[src/rtl/core/mcfb_pkg.sv]
// Package for the motion command frame builder.
// Holds frame constants, the internal byte beat type and the CRC16 byte update.
// No dependencies.
package mcfb_pkg;

    localparam logic [7:0]  FRAME_HDR    = 8'hA5;
    localparam logic [7:0]  CMD_ATTITUDE = 8'h18;
    localparam logic [7:0]  CMD_RESET    = 8'h77;
    localparam logic [15:0] CRC_INIT     = 16'hFFFF;
    localparam logic [15:0] CRC_POLY     = 16'hA001;

    localparam logic REQ_ATTITUDE = 1'b0;
    localparam logic REQ_RESET    = 1'b1;

    localparam int ATT_LEN   = 17;
    localparam int RST_LEN   = 8;
    localparam int IDX_W     = $clog2(ATT_LEN);
    localparam int SPEED_POS = 14;
    localparam int WORD_POS  = 2;
    localparam int NUM_WBYTE = 12;
    localparam int WSEL_W    = $clog2(NUM_WBYTE);

    typedef enum logic [1:0] {
        BEAT_DATA   = 2'd0,
        BEAT_CRC_LO = 2'd1,
        BEAT_CRC_HI = 2'd2
    } t_beat_kind;

    typedef struct packed {
        logic [7:0] data;
        t_beat_kind kind;
        logic       last;
    } t_beat;

    // CRC16-MODBUS, reflected, one byte
    function automatic logic [15:0] crc_byte(input logic [15:0] crc_in, input logic [7:0] b);
        logic [15:0] c;
        c = crc_in ^ {8'h00, b};
        for (int k = 0; k < 8; k++) begin
            c = c[0] ? ((c >> 1) ^ CRC_POLY) : (c >> 1);
        end
        return c;
    endfunction

endpackage

[src/rtl/core/mcfb_if.sv]
// Channel interfaces: request channel and frame byte channel.
// Valid/ready handshake with payload. No dependencies.
interface mcfb_req_if;
    logic        valid;
    logic        ready;
    logic        req_type;
    logic [31:0] z_height_bits;
    logic [31:0] x_rot_bits;
    logic [31:0] y_rot_bits;
    logic [7:0]  speed_level;

    modport source (output valid, req_type, z_height_bits, x_rot_bits, y_rot_bits,
                    speed_level, input ready);
    modport sink   (input valid, req_type, z_height_bits, x_rot_bits, y_rot_bits,
                    speed_level, output ready);
endinterface

interface mcfb_byte_if;
    logic       valid;
    logic       ready;
    logic [7:0] out_byte;
    logic       last_byte;

    modport source (output valid, out_byte, last_byte, input ready);
    modport sink   (input valid, out_byte, last_byte, output ready);
endinterface

[src/rtl/core/motion_command_frame_builder_top.sv]
// Channel   | Dir | Payload                                          | Transaction
// i_req     | in  | req_type, z/x/y float bits, speed_level          | one frame request
// o_frm     | out | out_byte, last_byte                              | one frame byte
//
// Emits one byte per cycle while o_frm.ready holds: 17 bytes per attitude frame,
// 8 per reset frame. After acceptance the first byte passes through the sequencer,
// CRC and output registers. The next request is taken in the cycle the previous
// frame's last byte leaves the sequencer, so frames run gap-free.
// Synchronous active-low reset clears valids and sets the running CRC to CRC_INIT.
// Back-pressure stalls each stage in place; nothing is dropped or repeated.
// Top level of the frame builder. Uses mcfb_pkg, mcfb_if, mcfb_serial, mcfb_crc, mcfb_out.
module motion_command_frame_builder_top
    import mcfb_pkg::*;
(
    input  logic        i_clk,
    input  logic        i_rst_n,
    mcfb_req_if.sink    i_req,
    mcfb_byte_if.source o_frm
);

    logic  w_s1_valid;
    logic  w_s1_ready;
    t_beat w_s1_beat;
    logic  w_s2_valid;
    logic  w_s2_ready;
    t_beat w_s2_beat;

    mcfb_serial u_serial (
        .i_clk        (i_clk),
        .i_rst_n      (i_rst_n),
        .i_req        (i_req),
        .o_beat_valid (w_s1_valid),
        .o_beat       (w_s1_beat),
        .i_beat_ready (w_s1_ready)
    );

    mcfb_crc u_crc (
        .i_clk        (i_clk),
        .i_rst_n      (i_rst_n),
        .i_beat_valid (w_s1_valid),
        .i_beat       (w_s1_beat),
        .o_beat_ready (w_s1_ready),
        .o_beat_valid (w_s2_valid),
        .o_beat       (w_s2_beat),
        .i_beat_ready (w_s2_ready)
    );

    mcfb_out u_out (
        .i_clk        (i_clk),
        .i_rst_n      (i_rst_n),
        .i_beat_valid (w_s2_valid),
        .i_beat       (w_s2_beat),
        .o_beat_ready (w_s2_ready),
        .o_frm        (o_frm)
    );

endmodule

[src/rtl/core/mcfb_serial.sv]
// Stage 1: request register and byte sequencer.
// Uses mcfb_pkg and mcfb_req_if; emits one beat per cycle while i_beat_ready is high, with CRC slots tagged.
module mcfb_serial
    import mcfb_pkg::*;
(
    input  logic       i_clk,
    input  logic       i_rst_n,
    mcfb_req_if.sink   i_req,
    output logic       o_beat_valid,
    output t_beat      o_beat,
    input  logic       i_beat_ready
);

    logic                  r_busy;
    logic [IDX_W-1:0]      r_idx;
    logic                  r_type;
    logic [NUM_WBYTE-1:0][7:0] r_words;
    logic [7:0]            r_speed;

    logic                  w_fire;
    logic                  w_done;
    logic                  w_accept;
    logic [IDX_W-1:0]      w_last_idx;
    logic [WSEL_W-1:0]     w_wsel;
    logic [IDX_W-1:0]      w_off;

    assign w_last_idx = (r_type == REQ_RESET) ? IDX_W'(RST_LEN - 1) : IDX_W'(ATT_LEN - 1);
    assign w_off      = r_idx - IDX_W'(WORD_POS);
    assign w_wsel     = w_off[WSEL_W-1:0];

    assign w_fire   = r_busy & i_beat_ready;
    assign w_done   = w_fire & o_beat.last;
    assign i_req.ready = ~r_busy | w_done;
    assign w_accept = i_req.valid & i_req.ready;
    assign o_beat_valid = r_busy;

    always_comb begin
        o_beat.data = 8'h00;
        o_beat.kind = BEAT_DATA;
        o_beat.last = 1'b0;
        priority if (r_idx == IDX_W'(0)) begin
            o_beat.data = FRAME_HDR;
        end else if (r_idx == IDX_W'(1)) begin
            o_beat.data = (r_type == REQ_RESET) ? CMD_RESET : CMD_ATTITUDE;
        end else if (r_idx == w_last_idx) begin
            o_beat.kind = BEAT_CRC_HI;
            o_beat.last = 1'b1;
        end else if (r_idx == w_last_idx - IDX_W'(1)) begin
            o_beat.kind = BEAT_CRC_LO;
        end else if (r_idx == IDX_W'(SPEED_POS)) begin
            o_beat.data = r_speed;
        end else begin
            o_beat.data = r_words[w_wsel];
        end
    end

    always_ff @(posedge i_clk) begin
        if (!i_rst_n) begin
            r_busy <= 1'b0;
            r_idx  <= '0;
        end else if (w_accept) begin
            r_busy <= 1'b1;
            r_idx  <= '0;
        end else if (w_done) begin
            r_busy <= 1'b0;
        end else if (w_fire) begin
            r_idx  <= r_idx + IDX_W'(1);
        end
    end

    // payload; reset requests carry zeros in the word bytes
    always_ff @(posedge i_clk) begin
        if (w_accept) begin
            r_type  <= i_req.req_type;
            r_speed <= i_req.speed_level;
            if (i_req.req_type == REQ_RESET) begin
                r_words <= '0;
            end else begin
                r_words <= {i_req.y_rot_bits, i_req.x_rot_bits, i_req.z_height_bits};
            end
        end
    end

endmodule

[src/rtl/core/mcfb_crc.sv]
// Stage 2: running CRC16-MODBUS and substitution of the CRC slots.
// Uses mcfb_pkg; sits between mcfb_serial and mcfb_out.
module mcfb_crc
    import mcfb_pkg::*;
(
    input  logic  i_clk,
    input  logic  i_rst_n,
    input  logic  i_beat_valid,
    input  t_beat i_beat,
    output logic  o_beat_ready,
    output logic  o_beat_valid,
    output t_beat o_beat,
    input  logic  i_beat_ready
);

    logic        r_vld;
    t_beat       r_beat;
    logic [15:0] r_crc;
    logic        w_fire;
    logic [7:0]  w_data;

    assign o_beat_ready = ~r_vld | i_beat_ready;
    assign w_fire       = i_beat_valid & o_beat_ready;
    assign o_beat_valid = r_vld;
    assign o_beat       = r_beat;

    always_comb begin
        unique case (i_beat.kind)
            BEAT_DATA:   w_data = i_beat.data;
            BEAT_CRC_LO: w_data = r_crc[7:0];
            BEAT_CRC_HI: w_data = r_crc[15:8];
            default:     w_data = i_beat.data;
        endcase
    end

    always_ff @(posedge i_clk) begin
        if (!i_rst_n) begin
            r_vld <= 1'b0;
            r_crc <= CRC_INIT;
        end else begin
            if (o_beat_ready) begin
                r_vld <= i_beat_valid;
            end
            if (w_fire) begin
                unique case (i_beat.kind)
                    BEAT_DATA:   r_crc <= crc_byte(r_crc, i_beat.data);
                    BEAT_CRC_LO: r_crc <= r_crc;
                    BEAT_CRC_HI: r_crc <= CRC_INIT;
                    default:     r_crc <= r_crc;
                endcase
            end
        end
    end

    always_ff @(posedge i_clk) begin
        if (w_fire) begin
            r_beat.data <= w_data;
            r_beat.kind <= i_beat.kind;
            r_beat.last <= i_beat.last;
        end
    end

endmodule

[src/rtl/core/mcfb_out.sv]
// Stage 3: output register driving the frame byte channel.
// Uses mcfb_pkg and mcfb_byte_if.
module mcfb_out
    import mcfb_pkg::*;
(
    input  logic        i_clk,
    input  logic        i_rst_n,
    input  logic        i_beat_valid,
    input  t_beat       i_beat,
    output logic        o_beat_ready,
    mcfb_byte_if.source o_frm
);

    logic       r_vld;
    logic [7:0] r_byte;
    logic       r_last;
    logic       w_fire;

    assign o_beat_ready = ~r_vld | o_frm.ready;
    assign w_fire       = i_beat_valid & o_beat_ready;

    assign o_frm.valid     = r_vld;
    assign o_frm.out_byte  = r_byte;
    assign o_frm.last_byte = r_last;

    always_ff @(posedge i_clk) begin
        if (!i_rst_n) begin
            r_vld <= 1'b0;
        end else if (o_beat_ready) begin
            r_vld <= i_beat_valid;
        end
    end

    always_ff @(posedge i_clk) begin
        if (w_fire) begin
            r_byte <= i_beat.data;
            r_last <= i_beat.last;
        end
    end

endmodule

[src/flat_wrapper.sv]
// flat-port wrapper written by rule: the top's interface ports become plain ports
module motion_command_frame_builder_top_flat import mcfb_pkg::*;
  (i_clk, i_rst_n, i_req_valid, i_req_req_type, i_req_z_height_bits, i_req_x_rot_bits, i_req_y_rot_bits, i_req_speed_level, i_req_ready, o_frm_valid, o_frm_out_byte, o_frm_last_byte, o_frm_ready);
  mcfb_req_if i_req_i ();
  mcfb_byte_if o_frm_i ();
  input  logic i_clk;
  input  logic i_rst_n;
  input wire logic [$bits(i_req_i.valid)-1:0] i_req_valid;
  input wire logic [$bits(i_req_i.req_type)-1:0] i_req_req_type;
  input wire logic [$bits(i_req_i.z_height_bits)-1:0] i_req_z_height_bits;
  input wire logic [$bits(i_req_i.x_rot_bits)-1:0] i_req_x_rot_bits;
  input wire logic [$bits(i_req_i.y_rot_bits)-1:0] i_req_y_rot_bits;
  input wire logic [$bits(i_req_i.speed_level)-1:0] i_req_speed_level;
  output wire logic [$bits(i_req_i.ready)-1:0] i_req_ready;
  output wire logic [$bits(o_frm_i.valid)-1:0] o_frm_valid;
  output wire logic [$bits(o_frm_i.out_byte)-1:0] o_frm_out_byte;
  output wire logic [$bits(o_frm_i.last_byte)-1:0] o_frm_last_byte;
  input wire logic [$bits(o_frm_i.ready)-1:0] o_frm_ready;
  assign i_req_i.valid = i_req_valid;
  assign i_req_i.req_type = i_req_req_type;
  assign i_req_i.z_height_bits = i_req_z_height_bits;
  assign i_req_i.x_rot_bits = i_req_x_rot_bits;
  assign i_req_i.y_rot_bits = i_req_y_rot_bits;
  assign i_req_i.speed_level = i_req_speed_level;
  assign i_req_ready = i_req_i.ready;
  assign o_frm_valid = o_frm_i.valid;
  assign o_frm_out_byte = o_frm_i.out_byte;
  assign o_frm_last_byte = o_frm_i.last_byte;
  assign o_frm_i.ready = o_frm_ready;
  motion_command_frame_builder_top u_core (.i_clk(i_clk), .i_rst_n(i_rst_n), .i_req(i_req_i), .o_frm(o_frm_i));
endmodule
[config.mk]
export PLATFORM = sky130hd
export DESIGN_NAME = motion_command_frame_builder_top_flat
export DESIGN_NICKNAME = d
export VERILOG_FILES = /design/src/rtl/core/mcfb_pkg.sv /design/src/rtl/core/mcfb_if.sv /design/src/rtl/core/motion_command_frame_builder_top.sv /design/src/rtl/core/mcfb_serial.sv /design/src/rtl/core/mcfb_crc.sv /design/src/rtl/core/mcfb_out.sv /design/src/flat_wrapper.sv
export SDC_FILE = /design/constraint.sdc
export NUM_CORES = 1
export LEC_CHECK = 0
export ABC_AREA = 0
export BUFFER_PORTS_ARGS = -buffer_cell sky130_fd_sc_hd__buf_2
export CAP_MARGIN = 20
export CORE_MARGIN = 5
export CORE_UTILIZATION = 55
export DETAILED_ROUTE_END_ITERATION = 10
export PLACE_DENSITY = 0.82
export SETUP_SLACK_MARGIN = 0.2
export SYNTH_ARGS = -nofsm -noshare
export SYNTH_HDL_FRONTEND = slang
export SYNTH_SLANG_ARGS = --single-unit
export TNS_END_PERCENT = 30
[constraint.sdc]
create_clock -name i_clk -period 12.6 [get_ports i_clk]
set_input_delay 2.52 -clock i_clk [delete_from_list [all_inputs] [get_ports i_clk]]
set_output_delay 2.52 -clock i_clk [all_outputs]
set_load 0.005 [all_outputs]
==> Word level (Yosys, flattened, before mapping) <==
Cells that the tools add are included.
Widths: inputs -> output; s select.
{ "word_totals": {"input_bits": 109, "wordCells": 87, "out_inout_bits": 11, "ff_bits": 147} }
{ "op_classes": {"n_addsub": 3, "n_mux": 26, "n_lt_le_gt_ge": 1, "n_eq_ne": 6, "bitwise_logic": 21, "reduce_logical": 7} }
{ "op_table": {"columns": ["operator", "count"], "rows": [
  ["$mux 16", 8],
  ["$mux 8", 6],
  ["$bmux 8 s4", 1],
  ["$pmux 16 s2", 1],
  ["$not 2->3", 8],
  ["$pmux 8 s2", 1],
  ["$xor 16x8->16", 1],
  ["$eq 5x5->1", 2],
  ["$mux 7", 1],
  ["$mux 3", 2],
  ["$add 5x1->5 const B", 1],
  ["$eq 5x1->1 const B", 1],
  ["$eq 5x4->1 const B", 1],
  ["$logic_not 5->1", 1],
  ["$lt 4x5->1 const B", 1],
  ["$mux 5", 1],
  ["$not 1->1", 5],
  ["$sub 5x1->5 const B", 1],
  ["$and 1x1->1", 4],
  ["$mux 1", 4],
  ["$reduce_and 2->1", 2],
  ["$reduce_bool 2->1", 2],
  ["$sub 4x2->4 const B", 1],
  ["$or 1x1->1", 3],
  ["5 further kinds", 5]
]} }

==> Depth between registers and ports, before layout <==
{ "logic_depth": {"depth_word": 26, "depth_mapped": 16, "mapped_depth_nobuf": 12} }

==> Cells and area by module <==
Synthesis repeated with hierarchy kept, for this count alone.
{ "unflattened": {"hier_cells": 548, "area_unflattened_um2": 6949.2} }
{ "modules_own_cells": {"columns": ["module", "n_inst", "area_each_um2", "seq_area_each_um2", "cells_per_inst"], "rows": [
  ["mcfb_serial", 1, 5291.3, 3273.1, 402],
  ["mcfb_crc", 1, 1330.0, 670.6, 132],
  ["mcfb_out", 1, 327.8, 290.3, 14]
]} }

==> Least setup slack after synthesis <==
Ideal clock, no wire load.
{ "synth_timing": {"path_kind": "input -> register", "from": "input o_frm_ready", "to": "register u_core.u_serial.r_idx[0]", "setup_time_ns": 0.120, "arrival_ns": 5.696, "required_ns": 12.480, "slack_ns": 6.785, "stages": 7, "n_path_buf": 0, "path_cell_list": "nor2b_1 nand2_1 nand2_1 nand2_1 and2_1 nand2b_1 nor2_1"} }
{ "synth_via": {"elab_chain_len": 7, "word_cells_on_any_way": 9, "classes_between": "bitwise: 7; reduce/logical: 2"} }
{ "synth_rtl": {"columns": ["element", "line", "text"], "rows": [
  ["start, declared", "flat_wrapper.sv:18", "input wire logic [$bits(o_frm_i.ready)-1:0] o_frm_ready;"],
  ["$or 1x1->1", "mcfb_out.sv:19", "assign o_beat_ready = ~r_vld | o_frm.ready;"],
  ["$or 1x1->1", "mcfb_crc.sv:22", "assign o_beat_ready = ~r_vld | i_beat_ready;"],
  ["$and 1x1->1", "mcfb_serial.sv:31", "assign w_fire = r_busy & i_beat_ready;"],
  ["$and 1x1->1", "mcfb_serial.sv:32", "assign w_done = w_fire & o_beat.last;"],
  ["$or 1x1->1", "mcfb_serial.sv:33", "assign i_req.ready = ~r_busy | w_done;"],
  ["via i_req_ready", "flat_wrapper.sv:14", "output wire logic [$bits(i_req_i.ready)-1:0] i_req_ready;"],
  ["$and 1x1->1", "mcfb_serial.sv:34", "assign w_accept = i_req.valid & i_req.ready;"],
  ["via u_core.u_serial.w_accept", "mcfb_serial.sv:22", "logic w_accept;"],
  ["$reduce_or 2->1 (no source line)", null, null],
  ["end signal, assigned", "mcfb_serial.sv:67", "r_idx <= r_idx + IDX_W'(1);"],
  ["end, declared", "mcfb_serial.sv:15", "logic [IDX_W-1:0] r_idx;"]
]} }
The timed path passes the listed nets, and every way through them passes these cells.
A chain may end at the register's enable or synchronous reset.

==> Worst setup path after layout <==
{ "layout_timing": {"from": "input o_frm_ready", "to": "output i_req_ready"} }
{ "layout_via": {"elab_chain_len": 5} }
{ "layout_rtl": {"columns": ["element", "line"], "rows": [
  ["$or 1x1->1", "mcfb_out.sv:19"],
  ["$or 1x1->1", "mcfb_crc.sv:22"],
  ["$and 1x1->1", "mcfb_serial.sv:31"],
  ["$and 1x1->1", "mcfb_serial.sv:32"],
  ["$or 1x1->1", "mcfb_serial.sv:33"],
  ["end, declared", "flat_wrapper.sv:14"]
]} }
Every way passes these cells.

==> run summary <==
The area of the core came out at between 10000 and 15000 µm². Setup repair after global routing left no endpoint under its margin. The repair_antennas step left the layout with diodes totalling 0. The layout filler cell count came out at 938. The required arrival time at the worst endpoint is a little over 10 ns. The detailed-route vias per instance is 5.36. The number of endpoints failing setup at the final stage is 0. The post-CTS clock slew at the launch and capture registers of the worst setup and hold paths came out at ~0.05 ns.

The starting density of the core came out at 0.557. The flow ran to the end, and the final reports show no timing, DRC or antenna violations. The area fraction of the dominant cell type after synthesis is 0.528. Including well taps, the total number of placed cells is 813. Measured against the total synthesized area, the mux share comes to 0.0730. The fraction of final layout cells sized beyond drive strength 1 is 0.255. The highest net fanout along the worst path is 4.

In this run, post-CTS hold repair placed 0 buffers. The number of vias in the routed layout came out at 4532. The count of input and output buffers is 119. The largest family of logic cells by synthesized area is simple AND/OR/NAND/NOR gates. In this run the power density over the cells is approximately 140 nW/µm². The final clock period utilization by the worst path is 0.458. The first global-routing pass estimated 22900 µm of wire. Among all cell types in the netlist, the one instantiated most often is sky130_fd_sc_hd__edfxtp_1. For the worst setup path, the data arrival time is 3.25 ns.

The number of instances resized during post-cts repair is 0. Of the total synthesized cell area, the portion taken by full adders, half adders and majority gates is 0.0161. The warning count from the yosys run came out at 0. The overall die width is ~120 µm. The buffer type at the clock tree root is sky130_fd_sc_hd__clkbuf_16. Across all setup checks in the final design, the least slack found is 6.83 ns. After the first detailed-routing iteration, the DRC count stood at approximately 260. Ranked by total cell area, the synthesized netlist is headed by sky130_fd_sc_hd__edfxtp_1 (53%), sky130_fd_sc_hd__nor2b_1 (9.2%), sky130_fd_sc_hd__dfxtp_1 (6.9%). The sequential fraction of the synthesis area came out at 0.597.

In the final timing run, aggregate negative setup slack is 0 ns. The share of flip-flops with an asynchronous set or reset after synthesis came out at 0. The die height is 123 µm. The worst slew margin relative to its limit came out at 0.284. The max-slew violation count came to 0.

The detailed-router iteration count before antenna repair is 5. Among all flip-flop cells after synthesis, the most frequent one is sky130_fd_sc_hd__edfxtp_1. The last weighted congestion value of the routability-driven placer came out at ~0.86. The final cell count without fillers came out at ~850. The worst slack at placement is 6.84 ns.

Synthesis handed over a netlist of 552 instances. The total area of multi-input combinational cells is about 2600 µm². The pin count of the biggest net entering global routing came out at 98. The static power due to leakage is 2.95 nW. At the end of the flow the core is filled with cells to 0.653.

The mean routed wirelength per cell came out at 17.0 µm. The total of flip-flops plus latches after synthesis is 147. STA classifies the critical path startpoint as a primary input. The number of nets in the final layout is 779. After synthesis the cells add up to 7000 µm². The number of antenna violations at the first check in global routing came out at 0.

The final routed wirelength across all metal layers came out at 14400 µm. The H-tree depth is 4. The clock insertion delay at the later pin of the skew report is between 0.4 and 0.5 ns. When the netlist entered floorplanning its net count stood at 670. The compound-gate portion of the synthesized area came out at 0.0740.

At the pin with the least slew margin, the transition time is 1.07 ns. Detailed placement finished with a half-perimeter wire length of 10100 µm. The biggest area contributor in the post-synthesis netlist is sky130_fd_sc_hd__edfxtp_1.

Global routing finished with a remaining overflow of 0. The final critical path time including I/O delays and setup came out at 5.77 ns. For this design, the sink count on the clock tree is 147. The number of clock buffers inserted by TritonCTS is 17. After clock tree synthesis, the setup repair step added 0 buffers. Across the routed clock network, the largest skew measured is 0.00682 ns. Registers take 4180 µm². Row generation in the floorplan step produced between 40 and 50 rows.

Sorting the synthesized cells by how often they occur yields sky130_fd_sc_hd__edfxtp_1 (123), sky130_fd_sc_hd__nor2b_1 (103), sky130_fd_sc_hd__mux2i_1 (33). The worst hold path belongs to the class reg -> reg. The deepest clock path buffer count is 2. For this run, the total global-route usage over all layers was measured as 0.203. The floorplan step defined a die boundary enclosing approximately 15000 µm². The total power came out at 1.17 mW. The maximum achievable frequency is 0.173 GHz. The max-capacitance violation count is 0.

The relative area change from synthesis to final layout came out at 17.3%. In this run, synthesis inferred 123 flip-flops with an integrated enable. STA classifies the critical path endpoint as an output pin. The final hold violation count came out at 0.

The number of global-route vias before repair came out at about 4500. The netlist uses 52 different library cells. The simple logic cell fraction of the synthesized area is 0.164.

The setup path with the least slack is of type in -> out. The remaining antenna violation count after routing is 0. The maximum VDD drop came out at 0.0994 mV. The average cell area after synthesis came out at 12.7 µm². After detailed routing, the number of remaining DRC violations is 0.

The boundary pin count came out at between 100 and 150. The xor/xnor share of the synthesized area came out at 0.0440. The CTS tree is yes.
==> per-layer routing <==
| metal | global-route usage | share of wire |
|---|---|---|
| met4 | 0.0854 | 0.019 |
| met5 | 0 | 0 |
| met1 | 0.262 | 0.42 |
| met2 | 0.330 | 0.50 |
| met3 | 0.0479 | 0.060 |
==> power breakdown <==
part / leakage [nW] / switching (mW) / internal [mW]
Sequential: 1.39 / 0.0135 / 0.562
Clock: 0.254 / 0.184 / 0.265
Combinational: 1.31 / 0.0758 / 0.0712
==> logic make-up (layout without fill, tap and decap cells) <==
kind of cell,count (synthesis),in the layout
AOI/OAI and AO/OA,76,76
buffers and inverters,44,166
xor gates and xnor gates,31,31
adders and majority gates,9,9
DFF,147,147
and+or+nand+nor,204,204
muxes,41,41
==> worst paths after layout <==
kind / slack, ns / cells after the start / endpoint / startpoint
worst max-delay path: 6.83 / 6 / i_req_ready / o_frm_ready
worst min-delay path: 0.42 / 0 / u_core.u_out.o_frm.out_byte[2] / u_core.u_crc.o_beat[5]
worst max register to register: 8.23 / 12 / u_core.u_crc.r_crc[0] / u_core.u_serial.r_idx[1]
worst min register to register: 0.42 / 0 / u_core.u_out.o_frm.out_byte[2] / u_core.u_crc.o_beat[5]
==> worst max-delay path: stages <==
cell                      delay (ns)
sky130_fd_sc_hd__buf_2          0.09
sky130_fd_sc_hd__nor2b_1        0.22
sky130_fd_sc_hd__nand2_1        0.11
sky130_fd_sc_hd__nand2_1        0.10
sky130_fd_sc_hd__nand2_1        0.07
sky130_fd_sc_hd__buf_2          0.13
==> registers in the layout, summed over array words and instances (netlist names) <==
| signal | count |
|---|---|
| u_core.u_crc.r_crc | 16 |
| u_core.u_crc.o_beat | 9 |
| u_core.u_serial.r_speed | 8 |
| u_core.u_crc.o_beat_valid | 1 |
| u_core.u_serial.r_words | 96 |
| u_core.u_out.o_frm.out_byte | 8 |
| u_core.u_serial.r_type | 1 |
| u_core.u_out.o_frm.last_byte | 1 |
| u_core.u_serial.o_beat_valid | 1 |
| u_core.u_out.o_frm.valid | 1 |
| u_core.u_serial.r_idx | 5 |
==> placed cells by master, fill, tap and decap left out, drive strengths merged, types with 18 or more instances in the layout <==
master / synthesis / final
edfxtp: 123 / 123
dfxtp: 24 / 24
buf: 18 / 124
nor2b: 103 / 103
nor2: 25 / 25
nand3: 21 / 21
xnor2: 21 / 21
clkbuf: 16 / 18
mux2i: 33 / 33
nand2: 22 / 22
==> through the flow <==
stage,hold WS (ns),cell area (µm²)
6_report,0.416,8200
5_1_grt,0.427,8200
4_1_cts,0.419,8180
3_5_place_dp,0.405,7650
3_3_place_gp,0.401,7650
2_1_floorplan,0.400,7000
==> layout make-up <==
type / instances / area share
Clock buffer: 18 / 0.0523
Clock inverter: 14 / 0.0117
Inverter: 10 / 0.00458
Multi-Input combinational cell: 361 / 0.317
Sequential cell: 147 / 0.509
Tap cell: 172 / 0.0262
Timing Repair Buffer: 124 / 0.0796
Power figures use the tool's default switching activity.
